### src/design/stl_pkg.sv
// Shared types, tables and helper functions for the source token lexer.
`default_nettype none
package stl_pkg;

  localparam int POS_BITS = 24;
  localparam int MAX_KW = 6;
  localparam int MASK_BITS = 38;
  localparam int NOPS = 31;
  localparam int MAX_RES = 3;
  localparam logic [POS_BITS-1:0] POS_MAX = '1;
  localparam logic [MASK_BITS-1:0] MASK_RESET = 38'd402653440;

  // Token categories
  localparam logic [2:0] CAT_SYMBOL  = 3'd0;
  localparam logic [2:0] CAT_TYPE    = 3'd1;
  localparam logic [2:0] CAT_VALUE   = 3'd2;
  localparam logic [2:0] CAT_OP      = 3'd3;
  localparam logic [2:0] CAT_UNARY   = 3'd4;
  localparam logic [2:0] CAT_UNKNOWN = 3'd5;
  localparam logic [2:0] CAT_EOF     = 3'd6;

  // Type codes
  localparam logic [5:0] TY_NONE   = 6'd0;
  localparam logic [5:0] TY_I64    = 6'd1;
  localparam logic [5:0] TY_U64    = 6'd2;
  localparam logic [5:0] TY_DOUBLE = 6'd3;
  localparam logic [5:0] TY_BOOL   = 6'd4;
  localparam logic [5:0] TY_STRING = 6'd5;
  localparam logic [5:0] TY_VOID   = 6'd6;
  localparam logic [5:0] TY_OP_BASE = 6'd7;

  typedef enum logic [3:0] {
    M_IDLE, M_WORD, M_ZERO, M_DEC, M_FRAC, M_HEX, M_STR, M_OP, M_HELD, M_COMMENT, M_SKIP
  } mode_t;

  typedef struct packed {
    logic [2:0]          category;
    logic [5:0]          token_type;
    logic [POS_BITS-1:0] line_no;
    logic [POS_BITS-1:0] start_offset;
    logic [POS_BITS-1:0] token_length;
    logic                run_end;
  } res_t;

  // Operator table, in type code order
  localparam logic [7:0] OP_FIRST [NOPS] = '{
    "+", "-", "*", "/", "%", "=", ":", "+", "-", "*", "/", "%", "=", "!", "<", ">",
    "<", ">", "&", "|", "&", "!", "?", "-", ",", "(", ")", "[", "]", "{", "}"
  };
  localparam logic [7:0] OP_SECOND [NOPS] = '{
    8'd0, 8'd0, 8'd0, 8'd0, 8'd0, 8'd0, "=", "=", "=", "=", "=", "=", "=", "=", 8'd0, 8'd0,
    "=", "=", "&", "|", 8'd0, 8'd0, 8'd0, ">", 8'd0, 8'd0, 8'd0, 8'd0, 8'd0, 8'd0, 8'd0
  };

  function automatic logic [POS_BITS-1:0] sat_inc(input logic [POS_BITS-1:0] v);
    return (v == POS_MAX) ? v : v + 1'b1;
  endfunction

  function automatic logic is_digit(input logic [7:0] c);
    return c >= "0" && c <= "9";
  endfunction

  function automatic logic is_alpha(input logic [7:0] c);
    return (c >= "a" && c <= "z") || (c >= "A" && c <= "Z");
  endfunction

  function automatic logic is_hex(input logic [7:0] c);
    return is_digit(c) || (c >= "a" && c <= "f") || (c >= "A" && c <= "F");
  endfunction

  // First table entry matching both characters, or zero
  function automatic logic [5:0] op_code(input logic [7:0] a, input logic [7:0] b);
    logic [5:0] r;
    r = TY_NONE;
    for (int i = NOPS - 1; i >= 0; i--) begin
      if (OP_FIRST[i] == a && OP_SECOND[i] == b) r = TY_OP_BASE + 6'(i);
    end
    return r;
  endfunction

  function automatic logic starts_op(input logic [7:0] a);
    logic r;
    r = 1'b0;
    for (int i = 0; i < NOPS; i++) begin
      if (OP_FIRST[i] == a) r = 1'b1;
    end
    return r;
  endfunction

  function automatic res_t mk_tok(input logic [2:0] cat, input logic [5:0] ty,
                                  input logic [POS_BITS-1:0] line,
                                  input logic [POS_BITS-1:0] off,
                                  input logic [POS_BITS-1:0] len);
    res_t r;
    r.category = cat;
    r.token_type = ty;
    r.line_no = line;
    r.start_offset = off;
    r.token_length = len;
    r.run_end = 1'b0;
    return r;
  endfunction

  // Operator category: unary when marked and the following byte is not a space
  function automatic logic [2:0] op_cat(input logic [MASK_BITS-1:0] mask,
                                        input logic [5:0] code, input logic nns);
    return (mask[code] && nns) ? CAT_UNARY : CAT_OP;
  endfunction

  // Keyword lookup; bytes packed first character lowest
  function automatic logic [8:0] kw_class(input logic [8*MAX_KW-1:0] buf_w,
                                          input logic [3:0] cnt);
    logic [8:0] r;
    r = {CAT_SYMBOL, TY_NONE};
    if (cnt == 4'd3 && buf_w == (8*MAX_KW)'("tni"))    r = {CAT_TYPE, TY_I64};
    if (cnt == 4'd4 && buf_w == (8*MAX_KW)'("tniu"))   r = {CAT_TYPE, TY_U64};
    if (cnt == 4'd3 && buf_w == (8*MAX_KW)'("46i"))    r = {CAT_TYPE, TY_I64};
    if (cnt == 4'd3 && buf_w == (8*MAX_KW)'("46u"))    r = {CAT_TYPE, TY_U64};
    if (cnt == 4'd6 && buf_w == (8*MAX_KW)'("elbuod")) r = {CAT_TYPE, TY_DOUBLE};
    if (cnt == 4'd4 && buf_w == (8*MAX_KW)'("loob"))   r = {CAT_TYPE, TY_BOOL};
    if (cnt == 4'd6 && buf_w == (8*MAX_KW)'("gnirts")) r = {CAT_TYPE, TY_STRING};
    if (cnt == 4'd4 && buf_w == (8*MAX_KW)'("diov"))   r = {CAT_TYPE, TY_VOID};
    if (cnt == 4'd4 && buf_w == (8*MAX_KW)'("eurt"))   r = {CAT_VALUE, TY_BOOL};
    if (cnt == 4'd5 && buf_w == (8*MAX_KW)'("eslaf"))  r = {CAT_VALUE, TY_BOOL};
    return r;
  endfunction

endpackage
`default_nettype wire

### src/design/source_token_lexer_unit.sv
// Top level of the source token lexer: byte input, token descriptor output.
// First token closed by a byte appears in the cycle after that byte is accepted.
// Throughput: one byte per cycle while each byte closes at most one token and
//   out_stall is low; a byte producing more tokens (up to three) stalls the
//   input while the result bank drains one word per cycle.
// Reset (rst, synchronous): lexer idle, line 1, offset 0, result bank empty,
//   unary_mask back to its default.
`default_nettype none
module source_token_lexer_unit (
  input  wire logic                          clk,
  input  wire logic                          rst,
  input  wire logic                          in_valid,
  output logic                               in_stall,
  input  wire logic [7:0]                    ch,
  input  wire logic                          last_byte,
  input  wire logic                          cfg_we,
  input  wire logic [stl_pkg::MASK_BITS-1:0] cfg_wdata,
  output logic                               out_valid,
  input  wire logic                          out_stall,
  output logic [2:0]                         category,
  output logic [5:0]                         token_type,
  output logic [stl_pkg::POS_BITS-1:0]       line_no,
  output logic [stl_pkg::POS_BITS-1:0]       start_offset,
  output logic [stl_pkg::POS_BITS-1:0]       token_length,
  output logic                               run_end
);
  import stl_pkg::*;

  res_t       batch [MAX_RES];
  logic [1:0] batch_cnt;
  res_t       head;
  logic       ready;
  logic       load;

  assign in_stall = !ready;
  assign load = in_valid && ready;

  stl_core u_core (
    .clk, .rst, .step(load), .ch, .last_byte, .cfg_we, .cfg_wdata,
    .batch, .batch_cnt
  );

  stl_outbuf u_outbuf (
    .clk, .rst, .load, .batch, .batch_cnt, .out_stall, .out_valid, .head, .ready
  );

  // Drive result fields
  assign category = head.category;
  assign token_type = head.token_type;
  assign line_no = head.line_no;
  assign start_offset = head.start_offset;
  assign token_length = head.token_length;
  assign run_end = head.run_end;

endmodule
`default_nettype wire

### src/design/stl_core.sv
// Lexer state registers and the per-byte step logic producing a batch of tokens.
`default_nettype none
module stl_core (
  input  wire logic                          clk,
  input  wire logic                          rst,
  input  wire logic                          step,
  input  wire logic [7:0]                    ch,
  input  wire logic                          last_byte,
  input  wire logic                          cfg_we,
  input  wire logic [stl_pkg::MASK_BITS-1:0] cfg_wdata,
  output stl_pkg::res_t                      batch [stl_pkg::MAX_RES],
  output logic [1:0]                         batch_cnt
);
  import stl_pkg::*;

  mode_t                 mode, mode_next;
  logic [8*MAX_KW-1:0]   word_buffer, word_buffer_next;
  logic [3:0]            word_count, word_count_next;
  logic [7:0]            first_op_char, first_op_char_next;
  logic [5:0]            held_type, held_type_next;
  logic [POS_BITS-1:0]   line_counter, line_counter_next;
  logic [POS_BITS-1:0]   byte_counter, byte_counter_next;
  logic [POS_BITS-1:0]   tok_line, tok_line_next;
  logic [POS_BITS-1:0]   tok_off, tok_off_next;
  logic [POS_BITS-1:0]   tok_len, tok_len_next;
  logic                  halted, halted_next;
  logic [MASK_BITS-1:0]  unary_mask;

  res_t                  slot [4];
  logic [3:0]            slot_v;

  // Step: close the open token, start a new one, then close the file if asked
  always_comb begin
    logic       reproc;
    logic [5:0] t;
    logic [8:0] kc;
    mode_next = mode;
    word_buffer_next = word_buffer;
    word_count_next = word_count;
    first_op_char_next = first_op_char;
    held_type_next = held_type;
    line_counter_next = line_counter;
    byte_counter_next = byte_counter;
    tok_line_next = tok_line;
    tok_off_next = tok_off;
    tok_len_next = tok_len;
    halted_next = halted;
    slot_v = '0;
    for (int k = 0; k < 4; k++) slot[k] = mk_tok(CAT_SYMBOL, TY_NONE, '0, '0, '0);
    reproc = 1'b0;
    t = TY_NONE;
    kc = '0;
    if (!halted) begin
      if (ch != 8'd0) begin
        case (mode)
          M_IDLE: reproc = 1'b1;
          M_WORD: begin
            if (is_alpha(ch) || is_digit(ch) || ch == "_") begin
              for (int i = 0; i < MAX_KW; i++) begin
                if (word_count == 4'(i)) word_buffer_next[8*i +: 8] = ch;
              end
              if (word_count != 4'd15) word_count_next = word_count + 4'd1;
              tok_len_next = sat_inc(tok_len);
            end else begin
              kc = kw_class(word_buffer, word_count);
              slot[0] = mk_tok(kc[8:6], kc[5:0], tok_line, tok_off, tok_len);
              slot_v[0] = 1'b1;
              reproc = 1'b1;
            end
          end
          M_ZERO: begin
            if (ch == "x") begin
              mode_next = M_HEX; tok_len_next = sat_inc(tok_len);
            end else if (is_digit(ch)) begin
              mode_next = M_DEC; tok_len_next = sat_inc(tok_len);
            end else if (ch == ".") begin
              mode_next = M_FRAC; tok_len_next = sat_inc(tok_len);
            end else begin
              slot[0] = mk_tok(CAT_VALUE, TY_I64, tok_line, tok_off, tok_len);
              slot_v[0] = 1'b1;
              reproc = 1'b1;
            end
          end
          M_DEC: begin
            if (is_digit(ch)) begin
              tok_len_next = sat_inc(tok_len);
            end else if (ch == ".") begin
              mode_next = M_FRAC; tok_len_next = sat_inc(tok_len);
            end else begin
              slot[0] = mk_tok(CAT_VALUE, TY_I64, tok_line, tok_off, tok_len);
              slot_v[0] = 1'b1;
              reproc = 1'b1;
            end
          end
          M_FRAC: begin
            if (is_digit(ch)) begin
              tok_len_next = sat_inc(tok_len);
            end else begin
              slot[0] = mk_tok(CAT_VALUE, TY_DOUBLE, tok_line, tok_off, tok_len);
              slot_v[0] = 1'b1;
              reproc = 1'b1;
            end
          end
          M_HEX: begin
            if (is_hex(ch)) begin
              tok_len_next = sat_inc(tok_len);
            end else begin
              slot[0] = mk_tok(CAT_VALUE, TY_I64, tok_line, tok_off, tok_len);
              slot_v[0] = 1'b1;
              reproc = 1'b1;
            end
          end
          M_STR: begin
            tok_len_next = sat_inc(tok_len);
            if (ch == "\"") begin
              slot[0] = mk_tok(CAT_VALUE, TY_STRING, tok_line, tok_off, tok_len_next);
              slot_v[0] = 1'b1;
              mode_next = M_IDLE;
            end
          end
          M_COMMENT: begin
            if (ch == "\n") mode_next = M_IDLE;
          end
          M_OP: begin
            if (first_op_char == "/" && ch == "/") begin
              mode_next = M_COMMENT;
            end else if (op_code(first_op_char, ch) != TY_NONE) begin
              tok_len_next = sat_inc(tok_len);
              held_type_next = op_code(first_op_char, ch);
              mode_next = M_HELD;
            end else begin
              t = op_code(first_op_char, 8'd0);
              if (t != TY_NONE) begin
                slot[0] = mk_tok(op_cat(unary_mask, t, ch != " "), t, tok_line, tok_off,
                                 tok_len);
                reproc = 1'b1;
              end else begin
                slot[0] = mk_tok(CAT_UNKNOWN, TY_NONE, tok_line, tok_off, tok_len);
                mode_next = M_SKIP;
              end
              slot_v[0] = 1'b1;
            end
          end
          M_HELD: begin
            slot[0] = mk_tok(op_cat(unary_mask, held_type, ch != " "), held_type, tok_line,
                             tok_off, tok_len);
            slot_v[0] = 1'b1;
            reproc = 1'b1;
          end
          default: ;
        endcase
        // Begin a new token on this byte
        if (reproc) begin
          mode_next = M_IDLE;
          if (!(ch == " " || ch == "\t" || ch == "\r" || ch == "\n")) begin
            tok_line_next = line_counter;
            tok_off_next = byte_counter;
            tok_len_next = POS_BITS'(1);
            if (is_alpha(ch) || ch == "_") begin
              mode_next = M_WORD;
              word_buffer_next = (8*MAX_KW)'(ch);
              word_count_next = 4'd1;
            end else if (ch == "0") begin
              mode_next = M_ZERO;
            end else if (is_digit(ch)) begin
              mode_next = M_DEC;
            end else if (ch == "\"") begin
              mode_next = M_STR;
            end else if (starts_op(ch)) begin
              mode_next = M_OP;
              first_op_char_next = ch;
            end else begin
              slot[1] = mk_tok(CAT_UNKNOWN, TY_NONE, line_counter, byte_counter,
                               POS_BITS'(1));
              slot_v[1] = 1'b1;
              mode_next = M_SKIP;
            end
          end
        end
        if (ch == "\n") line_counter_next = sat_inc(line_counter);
        byte_counter_next = sat_inc(byte_counter);
      end
      // End of file: flush the open token, then the end marker
      if (ch == 8'd0 || last_byte) begin
        case (mode_next)
          M_WORD: begin
            kc = kw_class(word_buffer_next, word_count_next);
            slot[2] = mk_tok(kc[8:6], kc[5:0], tok_line_next, tok_off_next, tok_len_next);
            slot_v[2] = 1'b1;
          end
          M_ZERO, M_DEC, M_HEX: begin
            slot[2] = mk_tok(CAT_VALUE, TY_I64, tok_line_next, tok_off_next, tok_len_next);
            slot_v[2] = 1'b1;
          end
          M_FRAC: begin
            slot[2] = mk_tok(CAT_VALUE, TY_DOUBLE, tok_line_next, tok_off_next,
                             tok_len_next);
            slot_v[2] = 1'b1;
          end
          M_STR: begin
            slot[2] = mk_tok(CAT_VALUE, TY_STRING, tok_line_next, tok_off_next,
                             tok_len_next);
            slot_v[2] = 1'b1;
          end
          M_OP: begin
            t = op_code(first_op_char_next, 8'd0);
            if (t != TY_NONE) begin
              slot[2] = mk_tok(op_cat(unary_mask, t, 1'b1), t, tok_line_next, tok_off_next,
                               tok_len_next);
            end else begin
              slot[2] = mk_tok(CAT_UNKNOWN, TY_NONE, tok_line_next, tok_off_next,
                               tok_len_next);
            end
            slot_v[2] = 1'b1;
          end
          M_HELD: begin
            slot[2] = mk_tok(op_cat(unary_mask, held_type_next, 1'b1), held_type_next,
                             tok_line_next, tok_off_next, tok_len_next);
            slot_v[2] = 1'b1;
          end
          default: ;
        endcase
        slot[3] = mk_tok(CAT_EOF, TY_NONE, line_counter_next, byte_counter_next, '0);
        slot_v[3] = 1'b1;
        mode_next = M_IDLE;
        halted_next = 1'b1;
      end
    end
  end

  // Pack the candidate tokens in order, keep at most three, flag the last
  always_comb begin
    logic [1:0] n;
    n = 2'd0;
    for (int k = 0; k < MAX_RES; k++) batch[k] = mk_tok(CAT_SYMBOL, TY_NONE, '0, '0, '0);
    for (int k = 0; k < 4; k++) begin
      if (slot_v[k] && n != 2'd3) begin
        batch[n] = slot[k];
        n = n + 2'd1;
      end
    end
    if (n != 2'd0) batch[n - 2'd1].run_end = 1'b1;
    batch_cnt = n;
  end

  // Hold lexer state; advance on each accepted byte
  always_ff @(posedge clk) begin
    if (rst) begin
      mode <= M_IDLE;
      word_buffer <= '0;
      word_count <= '0;
      first_op_char <= '0;
      held_type <= '0;
      line_counter <= POS_BITS'(1);
      byte_counter <= '0;
      tok_line <= '0;
      tok_off <= '0;
      tok_len <= '0;
      halted <= 1'b0;
    end else if (step) begin
      mode <= mode_next;
      word_buffer <= word_buffer_next;
      word_count <= word_count_next;
      first_op_char <= first_op_char_next;
      held_type <= held_type_next;
      line_counter <= line_counter_next;
      byte_counter <= byte_counter_next;
      tok_line <= tok_line_next;
      tok_off <= tok_off_next;
      tok_len <= tok_len_next;
      halted <= halted_next;
    end
  end

  // Unary mask register
  always_ff @(posedge clk) begin
    if (rst) begin
      unary_mask <= MASK_RESET;
    end else if (cfg_we) begin
      unary_mask <= cfg_wdata;
    end
  end

  a_halt_sticky: assert property (@(posedge clk) disable iff (rst)
    halted |=> halted) else $error("halt flag cleared without reset");
  a_halted_no_tokens: assert property (@(posedge clk) disable iff (rst)
    halted |-> batch_cnt == 2'd0) else $error("tokens produced after end of file");
  a_line_nonzero: assert property (@(posedge clk) disable iff (rst)
    line_counter != '0) else $error("line counter reached zero");

endmodule
`default_nettype wire

### src/design/stl_outbuf.sv
// Result register bank: holds one byte's tokens, drains one word per unstalled cycle.
`default_nettype none
module stl_outbuf (
  input  wire logic          clk,
  input  wire logic          rst,
  input  wire logic          load,
  input  wire stl_pkg::res_t batch [stl_pkg::MAX_RES],
  input  wire logic [1:0]    batch_cnt,
  input  wire logic          out_stall,
  output logic               out_valid,
  output stl_pkg::res_t      head,
  output logic               ready
);
  import stl_pkg::*;

  res_t       ent [MAX_RES];
  logic [1:0] cnt;
  logic [1:0] idx;
  logic       pop;

  assign out_valid = idx < cnt;
  assign head = ent[idx];
  assign pop = out_valid && !out_stall;
  // Take a new batch when empty or when the last held word leaves now
  assign ready = !out_valid || (pop && idx == cnt - 2'd1);

  // Count and read pointer
  always_ff @(posedge clk) begin
    if (rst) begin
      cnt <= '0;
      idx <= '0;
    end else if (load) begin
      cnt <= batch_cnt;
      idx <= '0;
    end else if (pop) begin
      if (idx == cnt - 2'd1) begin
        cnt <= '0;
        idx <= '0;
      end else begin
        idx <= idx + 2'd1;
      end
    end
  end

  // Payload, no reset needed
  always_ff @(posedge clk) begin
    if (load) begin
      for (int k = 0; k < MAX_RES; k++) ent[k] <= batch[k];
    end
  end

  a_no_overwrite: assert property (@(posedge clk) disable iff (rst)
    load |-> (!out_valid || (pop && idx == cnt - 2'd1)))
    else $error("batch loaded over undelivered words");
  a_keep_draining: assert property (@(posedge clk) disable iff (rst)
    (pop && idx != cnt - 2'd1 && !load) |=> out_valid)
    else $error("batch dropped before its last word");
  a_last_marked: assert property (@(posedge clk) disable iff (rst)
    (out_valid && idx == cnt - 2'd1) |-> head.run_end)
    else $error("final word of a batch lacks run_end");
  a_inner_unmarked: assert property (@(posedge clk) disable iff (rst)
    (out_valid && idx != cnt - 2'd1) |-> !head.run_end)
    else $error("run_end set before last word");

endmodule
`default_nettype wire

### config.mk
export PLATFORM = sky130hd
export DESIGN_NAME = source_token_lexer_unit
export DESIGN_NICKNAME = d
export VERILOG_FILES = /design/src/design/stl_pkg.sv /design/src/design/source_token_lexer_unit.sv /design/src/design/stl_core.sv /design/src/design/stl_outbuf.sv
export SDC_FILE = /design/constraint.sdc
export NUM_CORES = 2
export LEC_CHECK = 0
export BUFFER_PORTS_ARGS = -buffer_cell sky130_fd_sc_hd__buf_4
export CORE_ASPECT_RATIO = 1.1
export CORE_UTILIZATION = 40
export DETAILED_ROUTE_END_ITERATION = 6
export MAX_ROUTING_LAYER = met4
export SLEW_MARGIN = 20
export SYNTH_ARGS = -nofsm -noshare
export SYNTH_HDL_FRONTEND = slang
export SYNTH_HIERARCHICAL = 1
export SYNTH_SLANG_ARGS = --single-unit
### constraint.sdc
create_clock -name clk -period 9.5 [get_ports clk]
set_input_delay 1.9 -clock clk [delete_from_list [all_inputs] [get_ports clk]]
set_output_delay 1.9 -clock clk [all_outputs]
set_load 0.01 [all_outputs]
==> results.toml <==
[sta]
fin_setup_tns_ns = 0
finalClockSkew_ns = 0.0334
fmax_ghz = 0.124
grt_setup_unrepaired = "no"
period_share_pct = 84.6
hold_slack_ns = 0.462
slew_viol_final = 0
setup_viol = 0
hold_viol = 0
period_needed_ns = 8.04
tightest_slew_ns = 1.21
slew_headroom_pct = 19.4

[final_layout]
mostFrequentLayoutCells = "562 x nand2_1, 486 x nor2_1, 279 x o21ai_0"
finalNetCount = 3897
stdcell_area_um2 = 35000
fillers = 7733
area_delta_synth_final_pct = 10.4
final_common_cell = "nand2_1"
drive_gt1_share_pct = 9.58

[die]
die_area_um2 = 80400
die_w_um = 270
pin_count = 136
core_um2 = 77900
initial_utilization_pct = 40.7
die_h_um = 297
row_count = 107

[routing]
wl_per_cell_um = 22.8
dr.first_iter.drc_count = 3791
viasPerCell = 6.28
via_count = 30829
ant_nets = 0
firstDrtPassIters = 6
route.detailed.drc = 0
wl_um = 112000

[setup_path]
r2r_slack_ns = 2.34
path_class = "input pin to flop"
critPathLaunchType = "input pin"
crit_arrival_ns = 8.41
endpoint_kind = "flop"
r2r_cells = 21
crit_fanout = 38
crit_required_ns = 9.87

[synthesis]
syn_inst = 3918
synth_ff_type = "edfxtp_1"
avgSynthCellArea_um2 = 8.09
synth.distinct_cells = 105
synthesis.nets = 3987
ys_seq_area_share_pct = 38.1
yosys-top-cells-area = "edfxtp_1 23%, dfxtp_1 15%, nand2_1 6.7%"
synth-warning-count = 6
async_flop_share_pct = 0
ys_ff_latch = 481
syn-cell-area_um2 = 31700
synth_area_leader_cell = "edfxtp_1"
synth_edf_count = 246
yosysTopAreaCellShare_pct = 23.3

[flow_run]
maxCapViolCount = 0

[placed_design]
hpwl_um = 74800
placed_area_um2 = 33100
globalplace.congestion = 0.968
numPortBuffers = 135

[clock_tree]
cts_tree = "built"
postCtsSetupBuffers = 0
cts_buffer_depth = 3
ctsResizeCount = 0
htreeDepth = 2
cts-hold-fix-buffers = 0
clock_latency_ns = 0.63
clkTransAtPathRegs_ns = 0.06
cts_buffers = 54
root_buffer = "clkbuf_16"
cts.sink_count = 481

[global_routing]
track_usage_pct = 27.7
grt_pass1_wl_um = 172000
grt_pass1_vias = 28169
overflow = 0
antenna_found_initial = 0
grt_max_degree = 159

[power]
p_per_area_nw_per_um2 = 213
ir_drop_mv = 0.218
leakage_nw = 11.9
power_mw = 7.44

[worst_hold_path]
hold_path_class = "flop to flop"
min_path_cells = 2

[status]
status = "completed"
per-stage QoR:
step,utilization [%],cells,worst slack [ns]
2_1_floorplan,-,3918,2.03
3_3_place_gp,42.5,4806,1.21
3_5_place_dp,42.5,4806,0.975
4_1_cts,44.9,4906,1.63
5_1_grt,44.9,4907,1.12
6_report,44.9,4908,1.46
routing by layer:
layer  global-route usage [%]  vias up  share of wire (%)
met5                        -        -                  0
met1                     37.0    14819                 43
met3                     3.45      236                7.9
met2                     43.4     1492                 46
li1                         -    14282                  -
met4                     8.69        0                3.2
power by group:
part,switching [mW],internal [mW]
sequential,0.250,2.69
combinational,1.62,0.719
clock,0.905,1.25
total,2.78,4.66
critical path: stages:
cell and delay (ns):
buf_4 0.24, or4_1 0.76, nor2_4 0.87, o211ai_1 0.24
and4bb_1 0.34, nor3b_2 0.21, a21oi_2 0.40, o211ai_2 0.18
a211oi_4 0.27, and3_1 0.38, o21ai_0 0.15, nor2_1 0.14
o22a_1 0.22, inv_1 0.08, ha_1 0.20, nor2_1 0.10
buf_4 0.17, and2_2 0.48, or3_1 0.55, o21ai_0 0.18
a22oi_1 0.20, o21ai_0 0.10
synth_stat cells (all sizes together), types with 51 or more instances:
cell type / number
nand3: 152
a21oi: 203
clkbuf: 264
a211oi: 73
dfxtp: 235
buf: 78
mux2i: 192
nor3: 124
nor2: 492
and3: 51
edfxtp: 246
nand2: 566
o21ai: 314
cells by family after synthesis:
| logic type | Yosys count | share of synthesized area, % |
|---|---|---|
| xor gates and xnor gates | 68 | 1.88 |
| muxes | 215 | 7.41 |
| and+or+nand+nor | 1714 | 25.4 |
| buffers and inverters | 391 | 5.06 |
| adders and majority gates | 17 | 0.671 |
| DFF | 481 | 38.1 |
| AOI/OAI and AO/OA | 1032 | 21.5 |
worst paths after layout:
check	start	end
worst max-delay path	ch[1]	u_outbuf/ent[1][66]$_DFFE_PP_
worst min register to register	u_core/word_buffer[5]$_SDFFE_PP0P_	u_core/word_buffer[5]$_SDFFE_PP0P_
worst min-delay path	u_core/word_buffer[5]$_SDFFE_PP0P_	u_core/word_buffer[5]$_SDFFE_PP0P_
worst max register to register	u_core/first_op_char[2]$_SDFFE_PP0P_	u_outbuf/ent[1][66]$_DFFE_PP_
cell type report:
| type | instances | area (um2) | area share (%) |
|---|---|---|---|
| repair buffers | 196 | 1510 | 4.31 |
| well taps | 1035 | 1290 | 3.70 |
| inverters | 49 | 184 | 0.525 |
| flip-flops and latches | 481 | 12100 | 34.6 |
| clock inverters | 21 | 263 | 0.751 |
| multi-input cells | 3046 | 18100 | 51.7 |
| clock buffers | 79 | 1570 | 4.48 |
| diodes | 1 | 2.50 | 0.00715 |
state kept, by name, indices dropped and copies added, names as in the netlist, 6 cells and up, named ones only:
signal	flops
u_core/tok_off	24
u_core/word_buffer	48
u_core/held_type	6
u_core/tok_len	24
u_core/line_counter	24
u_core/byte_counter	24
u_core/tok_line	24
u_core/unary_mask	38
u_outbuf/ent	246
u_core/first_op_char	8
No activity file was read; power rests on OpenSTA's default activity.
